### src/design/scfr_pkg.sv
package scfr_pkg;

  // Frame buffer geometry
  localparam int FRAME_BUFFER_BYTES = 64;
  localparam int BUF_AW             = $clog2(FRAME_BUFFER_BYTES);

  // Frame layout: two headers, source, type, length, payload, checksum, end mark
  localparam logic [6:0] HDR_BYTES      = 7'd5;
  localparam logic [6:0] FIXED_BYTES    = 7'd7;
  localparam logic [7:0] END_MARK       = 8'hFF;
  localparam logic [15:0] ELAPSED_MAX   = 16'hFFFF;

  // Stream widths
  localparam int IN_DATA_W  = 8;
  localparam int OUT_DATA_W = 24;

  // Configuration register indexes
  localparam logic [2:0] CFG_HEADER_FIRST  = 3'd0;
  localparam logic [2:0] CFG_HEADER_SECOND = 3'd1;
  localparam logic [2:0] CFG_SOURCE_CODE   = 3'd2;
  localparam logic [2:0] CFG_HIGHEST_TYPE  = 3'd3;
  localparam logic [2:0] CFG_MAX_LEN       = 3'd4;
  localparam logic [2:0] CFG_TIMEOUT       = 3'd5;
  localparam logic [2:0] CFG_LEN_TABLE     = 3'd6;

  // Configuration reset values
  localparam logic [7:0]  RST_HEADER_FIRST  = 8'hA5;
  localparam logic [7:0]  RST_HEADER_SECOND = 8'h5A;
  localparam logic [7:0]  RST_SOURCE_CODE   = 8'h00;
  localparam logic [2:0]  RST_HIGHEST_TYPE  = 3'd7;
  localparam logic [5:0]  RST_MAX_LEN       = 6'd32;
  localparam logic [15:0] RST_TIMEOUT       = 16'd100;
  localparam logic [63:0] RST_LEN_TABLE     = 64'd0;

  typedef enum logic [2:0] {
    PH_HDR1 = 3'd0,
    PH_HDR2 = 3'd1,
    PH_SRC  = 3'd2,
    PH_TYPE = 3'd3,
    PH_LEN  = 3'd4,
    PH_BODY = 3'd5
  } phase_t;

  typedef enum logic [1:0] {
    ST_GOOD      = 2'd0,
    ST_BAD_CHECK = 2'd1,
    ST_BAD_LEN   = 2'd2,
    ST_UNKNOWN   = 2'd3
  } frame_status_t;

  // Frame end report from parser to emitter
  typedef struct packed {
    logic          valid;
    frame_status_t status;
    logic [2:0]    ftype;
    logic [5:0]    len;
  } frame_event_t;

  // Emitter condition seen by the parser
  typedef struct packed {
    logic ready;
    logic busy;
  } emit_status_t;

  // One result item
  typedef struct packed {
    frame_status_t status;
    logic [2:0]    ftype;
    logic [5:0]    len;
    logic [5:0]    idx;
    logic [7:0]    data;
    logic          last;
  } result_t;

endpackage

### src/design/scfr_ram.sv
module scfr_ram #(
  parameter int WIDTH = 8,
  parameter int DEPTH = 64
) (
  input  logic                     clk,
  input  logic                     we,
  input  logic [$clog2(DEPTH)-1:0] waddr,
  input  logic [WIDTH-1:0]         wdata,
  input  logic                     re,
  input  logic [$clog2(DEPTH)-1:0] raddr,
  output logic [WIDTH-1:0]         rdata
);

  logic [WIDTH-1:0] mem [DEPTH];

  // Write port
  always_ff @(posedge clk) begin
    if (we) begin
      mem[waddr] <= wdata;
    end
  end

  // Registered read, held while not enabled
  always_ff @(posedge clk) begin
    if (re) begin
      rdata <= mem[raddr];
    end
  end

endmodule

### src/design/scfr_parser.sv
module scfr_parser (
  input  logic                        clk,
  input  logic                        rst,
  input  logic                        s_tvalid,
  output logic                        s_tready,
  input  logic [7:0]                  s_tdata,
  input  logic                        s_tuser,
  input  logic                        cfg_valid,
  input  logic [2:0]                  cfg_index,
  input  logic [63:0]                 cfg_data,
  input  scfr_pkg::emit_status_t      emit,
  output scfr_pkg::frame_event_t      event_o,
  output logic                        ram_we,
  output logic [scfr_pkg::BUF_AW-1:0] ram_waddr,
  output logic [7:0]                  ram_wdata
);
  import scfr_pkg::*;

  // Configuration registers
  logic [7:0]  header_first;
  logic [7:0]  header_second;
  logic [7:0]  source_code;
  logic [2:0]  highest_type;
  logic [5:0]  max_payload_len;
  logic [15:0] timeout_ticks;
  logic [63:0] len_table;

  // Input register
  logic       in_valid;
  logic       in_tick;
  logic [7:0] in_byte;

  // Parse state
  phase_t      phase, phase_next;
  logic [6:0]  byte_count, byte_count_next;
  logic [2:0]  held_type, held_type_next;
  logic [5:0]  held_len, held_len_next;
  logic [7:0]  running_sum, running_sum_next;
  logic [15:0] elapsed_ms, elapsed_ms_next;
  logic [7:0]  prev_byte, prev_byte_next;

  logic        byte_item;
  logic        timed_out;
  logic        overflow;
  logic        body_write;
  logic [6:0]  count_inc;
  logic        frame_end;
  logic        stall;
  logic        consume;
  logic [7:0]  want_len;

  // Shared decode of the held item
  assign byte_item  = in_valid && !in_tick;
  assign timed_out  = elapsed_ms > timeout_ticks;
  assign overflow   = byte_count >= 7'(FRAME_BUFFER_BYTES);
  assign body_write = byte_item && (phase == PH_BODY) && !timed_out && !overflow;
  assign count_inc  = byte_count + 7'd1;
  assign frame_end  = body_write && (count_inc >= ({1'b0, held_len} + FIXED_BYTES));
  assign want_len   = len_table[{held_type, 3'b000} +: 8];

  // Hold body bytes while a run still reads the buffer, and a frame's last byte until the emitter is idle
  assign stall    = body_write && (emit.busy || (frame_end && !emit.ready));
  assign consume  = in_valid && !stall;
  assign s_tready = !in_valid || consume;

  // Configuration writes
  always_ff @(posedge clk) begin
    if (rst) begin
      header_first    <= RST_HEADER_FIRST;
      header_second   <= RST_HEADER_SECOND;
      source_code     <= RST_SOURCE_CODE;
      highest_type    <= RST_HIGHEST_TYPE;
      max_payload_len <= RST_MAX_LEN;
      timeout_ticks   <= RST_TIMEOUT;
      len_table       <= RST_LEN_TABLE;
    end else if (cfg_valid) begin
      case (cfg_index)
        CFG_HEADER_FIRST:  header_first    <= cfg_data[7:0];
        CFG_HEADER_SECOND: header_second   <= cfg_data[7:0];
        CFG_SOURCE_CODE:   source_code     <= cfg_data[7:0];
        CFG_HIGHEST_TYPE:  highest_type    <= cfg_data[2:0];
        CFG_MAX_LEN:       max_payload_len <= cfg_data[5:0];
        CFG_TIMEOUT:       timeout_ticks   <= cfg_data[15:0];
        CFG_LEN_TABLE:     len_table       <= cfg_data;
        default: ;
      endcase
    end
  end

  // Input register
  always_ff @(posedge clk) begin
    if (rst) begin
      in_valid <= 1'b0;
    end else if (s_tready) begin
      in_valid <= s_tvalid;
    end
  end

  always_ff @(posedge clk) begin
    if (s_tvalid && s_tready) begin
      in_tick <= s_tuser;
      in_byte <= s_tdata;
    end
  end

  // Next phase
  always_comb begin
    phase_next = phase;
    if (consume && !in_tick) begin
      case (phase)
        PH_HDR1: begin
          if (in_byte == header_first) begin
            phase_next = PH_HDR2;
          end
        end
        PH_HDR2: begin
          phase_next = (in_byte == header_second) ? PH_SRC : PH_HDR1;
        end
        PH_SRC: begin
          phase_next = (in_byte == source_code) ? PH_TYPE : PH_HDR1;
        end
        PH_TYPE: begin
          phase_next = (in_byte > {5'd0, highest_type}) ? PH_HDR1 : PH_LEN;
        end
        PH_LEN: begin
          phase_next = (in_byte > {2'd0, max_payload_len}) ? PH_HDR1 : PH_BODY;
        end
        PH_BODY: begin
          if (!body_write || frame_end) begin
            phase_next = PH_HDR1;
          end
        end
        default: phase_next = PH_HDR1;
      endcase
    end
  end

  // Datapath updates, buffer write and frame end report
  always_comb begin
    byte_count_next  = byte_count;
    held_type_next   = held_type;
    held_len_next    = held_len;
    running_sum_next = running_sum;
    elapsed_ms_next  = elapsed_ms;
    prev_byte_next   = prev_byte;
    ram_we           = 1'b0;
    ram_waddr        = byte_count[BUF_AW-1:0];
    ram_wdata        = in_byte;
    event_o          = '0;
    if (consume && in_tick) begin
      if (elapsed_ms != ELAPSED_MAX) begin
        elapsed_ms_next = elapsed_ms + 16'd1;
      end
    end else if (consume) begin
      case (phase)
        PH_HDR1: begin
          if (in_byte == header_first) begin
            elapsed_ms_next = '0;
            byte_count_next = '0;
          end
        end
        PH_HDR2: begin
          if (in_byte == header_second) begin
            byte_count_next  = 7'd2;
            running_sum_next = '0;
          end
        end
        PH_SRC: begin
          if (in_byte == source_code) begin
            byte_count_next  = count_inc;
            running_sum_next = running_sum + in_byte;
          end else begin
            byte_count_next = '0;
          end
        end
        PH_TYPE: begin
          if (in_byte <= {5'd0, highest_type}) begin
            byte_count_next  = count_inc;
            running_sum_next = running_sum + in_byte;
            held_type_next   = in_byte[2:0];
          end
        end
        PH_LEN: begin
          if (in_byte <= {2'd0, max_payload_len}) begin
            byte_count_next  = count_inc;
            running_sum_next = running_sum + in_byte;
            held_len_next    = in_byte[5:0];
          end else begin
            byte_count_next = '0;
          end
        end
        PH_BODY: begin
          if (!body_write) begin
            byte_count_next = '0;
          end else begin
            // Sum covers source, type, length and payload bytes, not checksum or end mark
            if (byte_count < (HDR_BYTES + {1'b0, held_len})) begin
              running_sum_next = running_sum + in_byte;
            end
            ram_we          = 1'b1;
            prev_byte_next  = in_byte;
            byte_count_next = frame_end ? 7'd0 : count_inc;
            if (frame_end) begin
              event_o.valid = 1'b1;
              event_o.ftype = held_type;
              event_o.len   = held_len;
              if (prev_byte != running_sum_next || in_byte != END_MARK) begin
                event_o.status = ST_BAD_CHECK;
              end else if (want_len == 8'd0) begin
                event_o.status = ST_UNKNOWN;
              end else if (want_len != {2'd0, held_len}) begin
                event_o.status = ST_BAD_LEN;
              end else begin
                event_o.status = ST_GOOD;
              end
            end
          end
        end
        default: byte_count_next = '0;
      endcase
    end
  end

  // Parse state registers
  always_ff @(posedge clk) begin
    if (rst) begin
      phase       <= PH_HDR1;
      byte_count  <= '0;
      held_type   <= '0;
      held_len    <= '0;
      running_sum <= '0;
      elapsed_ms  <= '0;
    end else begin
      phase       <= phase_next;
      byte_count  <= byte_count_next;
      held_type   <= held_type_next;
      held_len    <= held_len_next;
      running_sum <= running_sum_next;
      elapsed_ms  <= elapsed_ms_next;
    end
  end

  always_ff @(posedge clk) begin
    prev_byte <= prev_byte_next;
  end

endmodule

### src/design/scfr_emitter.sv
module scfr_emitter (
  input  logic                        clk,
  input  logic                        rst,
  input  scfr_pkg::frame_event_t      event_i,
  output scfr_pkg::emit_status_t      emit,
  output logic                        ram_re,
  output logic [scfr_pkg::BUF_AW-1:0] ram_raddr,
  input  logic [7:0]                  ram_rdata,
  output logic                        out_valid,
  input  logic                        out_ready,
  output scfr_pkg::result_t           out_item
);
  import scfr_pkg::*;

  // Run sequencer
  logic       run_active;
  logic [5:0] run_idx;
  logic [2:0] run_type;
  logic [5:0] run_len;

  // Read stage: buffer data for rd_idx sits on ram_rdata
  logic       rd_valid;
  logic [5:0] rd_idx;
  logic       rd_last;

  logic       out_load;
  logic       rd_move;
  logic       issue;
  logic       issue_last;

  assign out_load   = !out_valid || out_ready;
  assign rd_move    = rd_valid && out_load;
  assign issue      = run_active && (!rd_valid || out_load);
  assign issue_last = (run_idx + 6'd1) == run_len;

  assign emit.busy  = run_active || rd_valid;
  assign emit.ready = !run_active && !rd_valid && !out_valid;

  // Payload starts after the five header bytes
  assign ram_re    = issue;
  assign ram_raddr = BUF_AW'({1'b0, run_idx} + HDR_BYTES);

  // Advance the run and the read stage
  always_ff @(posedge clk) begin
    if (rst) begin
      run_active <= 1'b0;
      rd_valid   <= 1'b0;
    end else begin
      if (event_i.valid && event_i.status == ST_GOOD) begin
        run_active <= 1'b1;
      end else if (issue && issue_last) begin
        run_active <= 1'b0;
      end
      if (issue) begin
        rd_valid <= 1'b1;
      end else if (rd_move) begin
        rd_valid <= 1'b0;
      end
    end
  end

  always_ff @(posedge clk) begin
    if (event_i.valid && event_i.status == ST_GOOD) begin
      run_idx  <= '0;
      run_type <= event_i.ftype;
      run_len  <= event_i.len;
    end else if (issue) begin
      run_idx <= run_idx + 6'd1;
    end
    if (issue) begin
      rd_idx  <= run_idx;
      rd_last <= issue_last;
    end
  end

  // Output register
  always_ff @(posedge clk) begin
    if (rst) begin
      out_valid <= 1'b0;
    end else if (out_load) begin
      out_valid <= rd_valid || (event_i.valid && event_i.status != ST_GOOD);
    end
  end

  always_ff @(posedge clk) begin
    if (out_load) begin
      if (rd_valid) begin
        out_item.status <= ST_GOOD;
        out_item.ftype  <= run_type;
        out_item.len    <= run_len;
        out_item.idx    <= rd_idx;
        out_item.data   <= ram_rdata;
        out_item.last   <= rd_last;
      end else begin
        out_item.status <= event_i.status;
        out_item.ftype  <= event_i.ftype;
        out_item.len    <= event_i.len;
        out_item.idx    <= '0;
        out_item.data   <= '0;
        out_item.last   <= 1'b1;
      end
    end
  end

endmodule

### src/design/serial_command_frame_receiver.sv
// Channel  | Direction | Carries
// s_*      | in        | tdata: rx_byte[7:0]; tuser: req_type (1 = millisecond tick)
// m_*      | out       | tdata: frame_type, payload_len, payload_index, payload_byte;
//          |           | tuser: frame_status; tlast: last
// cfg_*    | in        | cfg_index selects the register, cfg_data the value
//
// One input item is taken per cycle. An error report is loaded into the output register
// from the frame's end byte; a good frame's first payload item follows the buffer read.
// A good frame's payload run leaves at one item per cycle from the frame buffer
// RAM (one read port); payload bytes of the next frame wait until the run is read.
// A frame's last byte waits until the output register is empty.
// Synchronous reset clears control state and loads register defaults; the frame
// buffer is not cleared. Stalls on m_tready hold the output item and back up input.
module serial_command_frame_receiver (
  input  logic        clk,
  input  logic        rst,
  input  logic        s_tvalid,
  output logic        s_tready,
  input  logic [7:0]  s_tdata,   // [7:0] rx_byte
  input  logic        s_tuser,   // [0] req_type
  output logic        m_tvalid,
  input  logic        m_tready,
  output logic [23:0] m_tdata,   // [2:0] frame_type, [8:3] payload_len,
                                 // [14:9] payload_index, [22:15] payload_byte, [23] zero
  output logic [1:0]  m_tuser,   // [1:0] frame_status
  output logic        m_tlast,
  input  logic        cfg_valid,
  output logic        cfg_ready,
  input  logic [2:0]  cfg_index,
  input  logic [63:0] cfg_data
);
  import scfr_pkg::*;

  frame_event_t      frame_event;
  emit_status_t      emit;
  result_t           result;
  logic              ram_we;
  logic [BUF_AW-1:0] ram_waddr;
  logic [7:0]        ram_wdata;
  logic              ram_re;
  logic [BUF_AW-1:0] ram_raddr;
  logic [7:0]        ram_rdata;

  // Registers always take a write
  assign cfg_ready = 1'b1;

  scfr_parser u_parser (
    .clk       (clk),
    .rst       (rst),
    .s_tvalid  (s_tvalid),
    .s_tready  (s_tready),
    .s_tdata   (s_tdata),
    .s_tuser   (s_tuser),
    .cfg_valid (cfg_valid),
    .cfg_index (cfg_index),
    .cfg_data  (cfg_data),
    .emit      (emit),
    .event_o   (frame_event),
    .ram_we    (ram_we),
    .ram_waddr (ram_waddr),
    .ram_wdata (ram_wdata)
  );

  scfr_ram #(
    .WIDTH (8),
    .DEPTH (FRAME_BUFFER_BYTES)
  ) u_buf (
    .clk   (clk),
    .we    (ram_we),
    .waddr (ram_waddr),
    .wdata (ram_wdata),
    .re    (ram_re),
    .raddr (ram_raddr),
    .rdata (ram_rdata)
  );

  scfr_emitter u_emitter (
    .clk       (clk),
    .rst       (rst),
    .event_i   (frame_event),
    .emit      (emit),
    .ram_re    (ram_re),
    .ram_raddr (ram_raddr),
    .ram_rdata (ram_rdata),
    .out_valid (m_tvalid),
    .out_ready (m_tready),
    .out_item  (result)
  );

  // Pack the result item
  assign m_tdata = {1'b0, result.data, result.idx, result.len, result.ftype};
  assign m_tuser = result.status;
  assign m_tlast = result.last;

endmodule

### config.mk
export PLATFORM = sky130hd
export DESIGN_NAME = serial_command_frame_receiver
export DESIGN_NICKNAME = d
export VERILOG_FILES = /design/src/design/scfr_pkg.sv /design/src/design/scfr_ram.sv /design/src/design/scfr_parser.sv /design/src/design/scfr_emitter.sv /design/src/design/serial_command_frame_receiver.sv
export SDC_FILE = /design/constraint.sdc
export NUM_CORES = 1
export LEC_CHECK = 0
export BUFFER_PORTS_ARGS = -buffer_cell sky130_fd_sc_hd__buf_2
export CORE_AREA = 5 5 329 331
export DETAILED_ROUTE_END_ITERATION = 10
export DIE_AREA = 0 0 334 336
export GPL_TIMING_DRIVEN = 0
export PLACE_DENSITY = 0.51
export RECOVER_POWER = 100
export SYNTH_ARGS = -nofsm -noshare
export SYNTH_HDL_FRONTEND = slang
export SYNTH_SLANG_ARGS = --single-unit
### constraint.sdc
create_clock -name clk -period 4 [get_ports clk]
set_clock_uncertainty 0.15 [all_clocks]
set_input_delay 0.8 -clock clk [delete_from_list [all_inputs] [get_ports clk]]
set_output_delay 0.8 -clock clk [all_outputs]
set_load 0.01 [all_outputs]
==> Implementation_results.wiki <==
{| class="wikitable"
! Metric !! Value
|-
| Run status || finished, violations left
|-
| Violated checks || capacitance limit, slew limit
|-
| Level count of the clock H-tree || 3
|-
| Global Route Usage Sum || 0.147
|-
| Antenna-violating nets left || 0
|-
| Element type at the critical path start || flip-flop
|-
| Arrival time at the worst endpoint || 2.94 ns
|-
| Number of detailed-route iterations in the first pass || 5
|-
| Cell type with the largest total area after synthesis || edfxtp_1
|-
| Final design instance area without fill || 37600 um^2
|-
| Buffers on Ports || 108
|-
| Ratio of cells with drive above 1 in the final layout || 0.235
|-
| Setup violations, final || 0
|-
| Total area of multi-input combinational cells || roughly 11000 um^2
|-
| Die outline height || 336 um
|-
| Critical Path, Cell by Cell || nand2b_2 > or4_1 > a221o_1 > o31ai_4 > nand2_4 > buf_2
|-
| Placeable core region || 105000 um^2
|-
| CTS Root Cell || clkbuf_16
|-
| Number of enable flip-flop cells after synthesis || 579
|-
| Post-synthesis sequential area ratio || 0.663
|-
| Std cell rows || 119
|-
| Asr flop ratio synth || 0
|-
| Mapped Nets || 2206
|-
| Area Growth Syn to Fin || 20.3%
|-
| Max clock buf depth || 3
|-
| Post-route clock period utilization || 0.972
|-
| Later-pin clock latency in the skew report || about 0.64 ns
|-
| Total cell area at the placement stage || roughly 34000 um^2
|-
| Vias || between 15000 and 20000
|-
| Largest incremental delay on the critical path || 0.50 ns
|-
| Ys flop type || edfxtp_1
|-
| Largest voltage drop on the vdd net || 0.330 mV
|-
| Total half-perimeter wirelength after legalization and detailed placement || 58900 um
|-
| Count of pins on the block boundary || ~110
|-
| Maximum number of pins on one net before global-route repair || 32
|-
| Crit path depth || 6
|-
| Drt first-iter violations || 1590
|-
| Hold violation count in the final report || 0
|-
| WHS Path Cells || 1
|-
| DIE AREA || approximately 110000 um^2
|-
| Filler instances || 10100
|-
| Pwr/cell area || roughly 490 nW/um^2
|-
| First-pass GRT wire length || 125000 um
|-
| Source of the critical timing path || u_parser.in_tick
|-
| Max-capacitance violation count || 1
|-
| Cell family with most CP delay || simple AND/OR/NAND/NOR gates
|-
| DR DRC count || 0
|-
| Flip-flop and latch count after synthesis || 745
|-
| CTS tree || done
|-
| Detailed-route wire length || 84000 um
|-
| Count of clock tree sinks || approximately 750
|-
| Clock transition time at the flip-flop clock pins of the worst setup and hold paths || 0.06 ns
|-
| Top achievable clock speed || 0.257 GHz
|-
| Yosys Warn Count || 0
|-
| Worst setup path category || flip-flop to output pin
|-
| Hold Path Class || primary input to flip-flop
|-
| Area of the mapped netlist || between 30000 and 40000 um^2
|-
| Cell at the slowest stage of the critical path || edfxtp_1
|-
| FF-to-FF Start || u_emitter.run_idx[0]
|-
| Gate count of the mapped netlist || 2073
|-
| Cts bufs inserted || 83
|-
| Distinct cell type count of the synthesized netlist || 76
|-
| Mean routed wirelength per cell || about 22 um
|-
| Leading post-synthesis cells by cell area || edfxtp_1 56%, mux4_2 13%, dfxtp_1 11%, nand2_1 3.0%, a21oi_1 2.1%
|-
| Final GP Congestion || 0.836
|-
| Depth of the most critical reg-to-reg path || 6
|-
| Leakage power || around 0.012 uW
|-
| Required time of the critical path || 3.05 ns
|-
| Summed negative setup slack over all endpoints || 0 ns
|-
| CP endpoint kind || output pin
|-
| Starting Density || 0.298
|-
| Critical path fanouts, max || 6
|-
| Detailed-route vias per instance || 4.94
|-
| Leftover overflow at the end of global routing || 0
|-
| Total area of sequential cells || 20700 um^2
|-
| Net count reported at finish || around 2500
|-
| Antenna violations before repair || 3
|-
| Count of buffer and inverter cells on the critical path || 1
|-
| Die width || 334 um
|-
| Pins over their slew limit || 9
|-
| Area share of the largest cell type after synthesis || 0.556
|-
| Mean instance size in the synthesized netlist || 15.1 um^2
|-
| Time the worst path needs with I/O delays and setup || 3.89 ns
|-
| Worst-margin pin slew || ~1.5 ns
|-
| Worst relative slew slack || -0.0270
|-
| Worst min-delay path startpoint || s_tdata[5]
|-
| Number of global-route vias before repair || just under 20000
|}
state kept, by name (all words and copies together) (netlist names), 3 cells and up:
signal / count
u_parser.source_code: 8
u_parser.timeout_ticks: 16
u_parser.highest_type: 3
u_parser.byte_count: 7
u_parser.running_sum: 8
u_parser.prev_byte: 8
u_parser.phase: 3
u_parser.header_second: 8
u_emitter.run_type: 3
u_parser.max_payload_len: 6
u_parser.ram_wdata: 8
u_parser.held_type: 3
u_emitter.run_idx: 6
u_emitter.run_len: 6
u_parser.held_len: 6
u_emitter.out_item: 26
u_parser.len_table: 64
u_emitter.rd_idx: 6
u_parser.elapsed_ms: 16
u_buf.mem: 512
u_buf.rdata: 8
u_parser.header_first: 8
worst register-to-register path: cells and delay by family, from the launching register on:
family | cells | cell delay, ns
buf+inv | 2 | 1.04
flops | 1 | 0.39
mux | 3 | 1.56
fa+ha+maj | 1 | 0.46
cell usage in the layout, fill, tap and decap left out, types with 7 or more instances in the layout:
cell       synthesis  layout
edfxtp_1         579     579
nand2_1          252     245
mux4_2           174     174
dfxtp_1          166     160
clkbuf_1          80     131
a21oi_1          131     129
buf_2             15      93
clkbuf_16          0      86
nor2_1           137      72
nor2_4             0      55
xor2_1            52      52
ha_1              51      50
inv_1             46      45
mux2i_1           35      35
nand3_1           34      33
xnor2_1           32      31
buf_4              5      25
nand4_1           20      20
nor3_1            20      19
clkinv_2           0      18
a21o_1            15      15
o21ai_0           14      13
nor4_1            13      12
and2_0             0      12
buf_12             0      12
a211oi_1          13      11
nand2b_1          12      11
nor2b_1           11      11
and3_1            12      11
buf_1             12      10
nor2_2             0      10
and2_1            22       9
or3_1              9       9
clkinv_1           1       9
bufinv_16          0       9
o211ai_1           8       8
o21a_1             8       7
clkbuf_8           0       7
buf_16             0       7
power breakdown:
group | switching, uW | internal (uW) | leakage, uW
clock | 3160 | 4670 | 0.00138
sequential | 27.3 | 8370 | 0.00663
combinational | 1150 | 947 | 0.00430
total | 4330 | 14000 | 0.0123
cells in the mapped netlist (all sizes together) (13+ instances only):
library cell and instances:
nor3 21, nand2 253, buf 32, nor4 14, mux4 174, inv 46
a211oi 13, a21oi 131, nand4 20, a21o 15, xor2 52, xnor2 32
mux2i 35, ha 51, clkbuf 80, nand3 35, edfxtp 579, and2 22
dfxtp 166, nor2 137, o21ai 19
logic make-up after synthesis:
logic type | after synthesis | synth area share
other cells | 2 | 0.000240
buf+inv | 159 | 0.0203
mux | 210 | 0.137
flops | 745 | 0.663
simple gates | 563 | 0.0806
compound gates | 256 | 0.0530
xor+xnor | 86 | 0.0250
fa+ha+maj | 52 | 0.0211
path summary, 6_finish.rpt:
kind	end	slack, ns
max reg2reg	u_buf.rdata[1]	0.12
min reg2reg	u_emitter.rd_idx[4]	0.29
min	u_parser.ram_wdata[5]	0.18
max	s_tready	0.11
through the flow:
stage / instances / util / setup slack [ns] / power (uW) / hold slack (ns)
finish: 3782 / 0.359 / 0.111 / 18300 / 0.183
detailed placement: 3592 / 0.325 / -0.807 / 10700 / 0.271
global placement: 3572 / 0.320 / -1.61 / 10600 / 0.268
CTS: 3769 / 0.360 / -0.0570 / 18600 / 0.129
floorplan: 2073 / - / 0.205 / 9870 / 0.256
global route: 3781 / 0.359 / -0.0259 / 19000 / 0.143
layout make-up:
type	count	area share
flip-flops and latches	745	0.551
multi-input cells	1169	0.279
clock buffers	104	0.0609
well taps	1391	0.0463
repair buffers	168	0.0311
clock inverters	49	0.0142
plain buffers	108	0.0125
inverters	47	0.00469
diodes	1	0.0000665
repair_timing:
action                     4_1_cts  5_1_grt
resized for setup              151       32
hold endpoints to repair         0        0
setup endpoints to repair      580      287
pin swaps                       15        5
setup buffers                   28       12
hold buffers                     0        0
gates cloned                     0        0
per-layer routing:
metal,up-vias,GRT usage,wire length (um)
li1,8453,-,-
met1,9621,0.197,36500
met2,478,0.242,40900
met3,119,0.0314,4430
met4,0,0.0449,2200
met5,-,0,0
(Power assumes the default switching activity.)
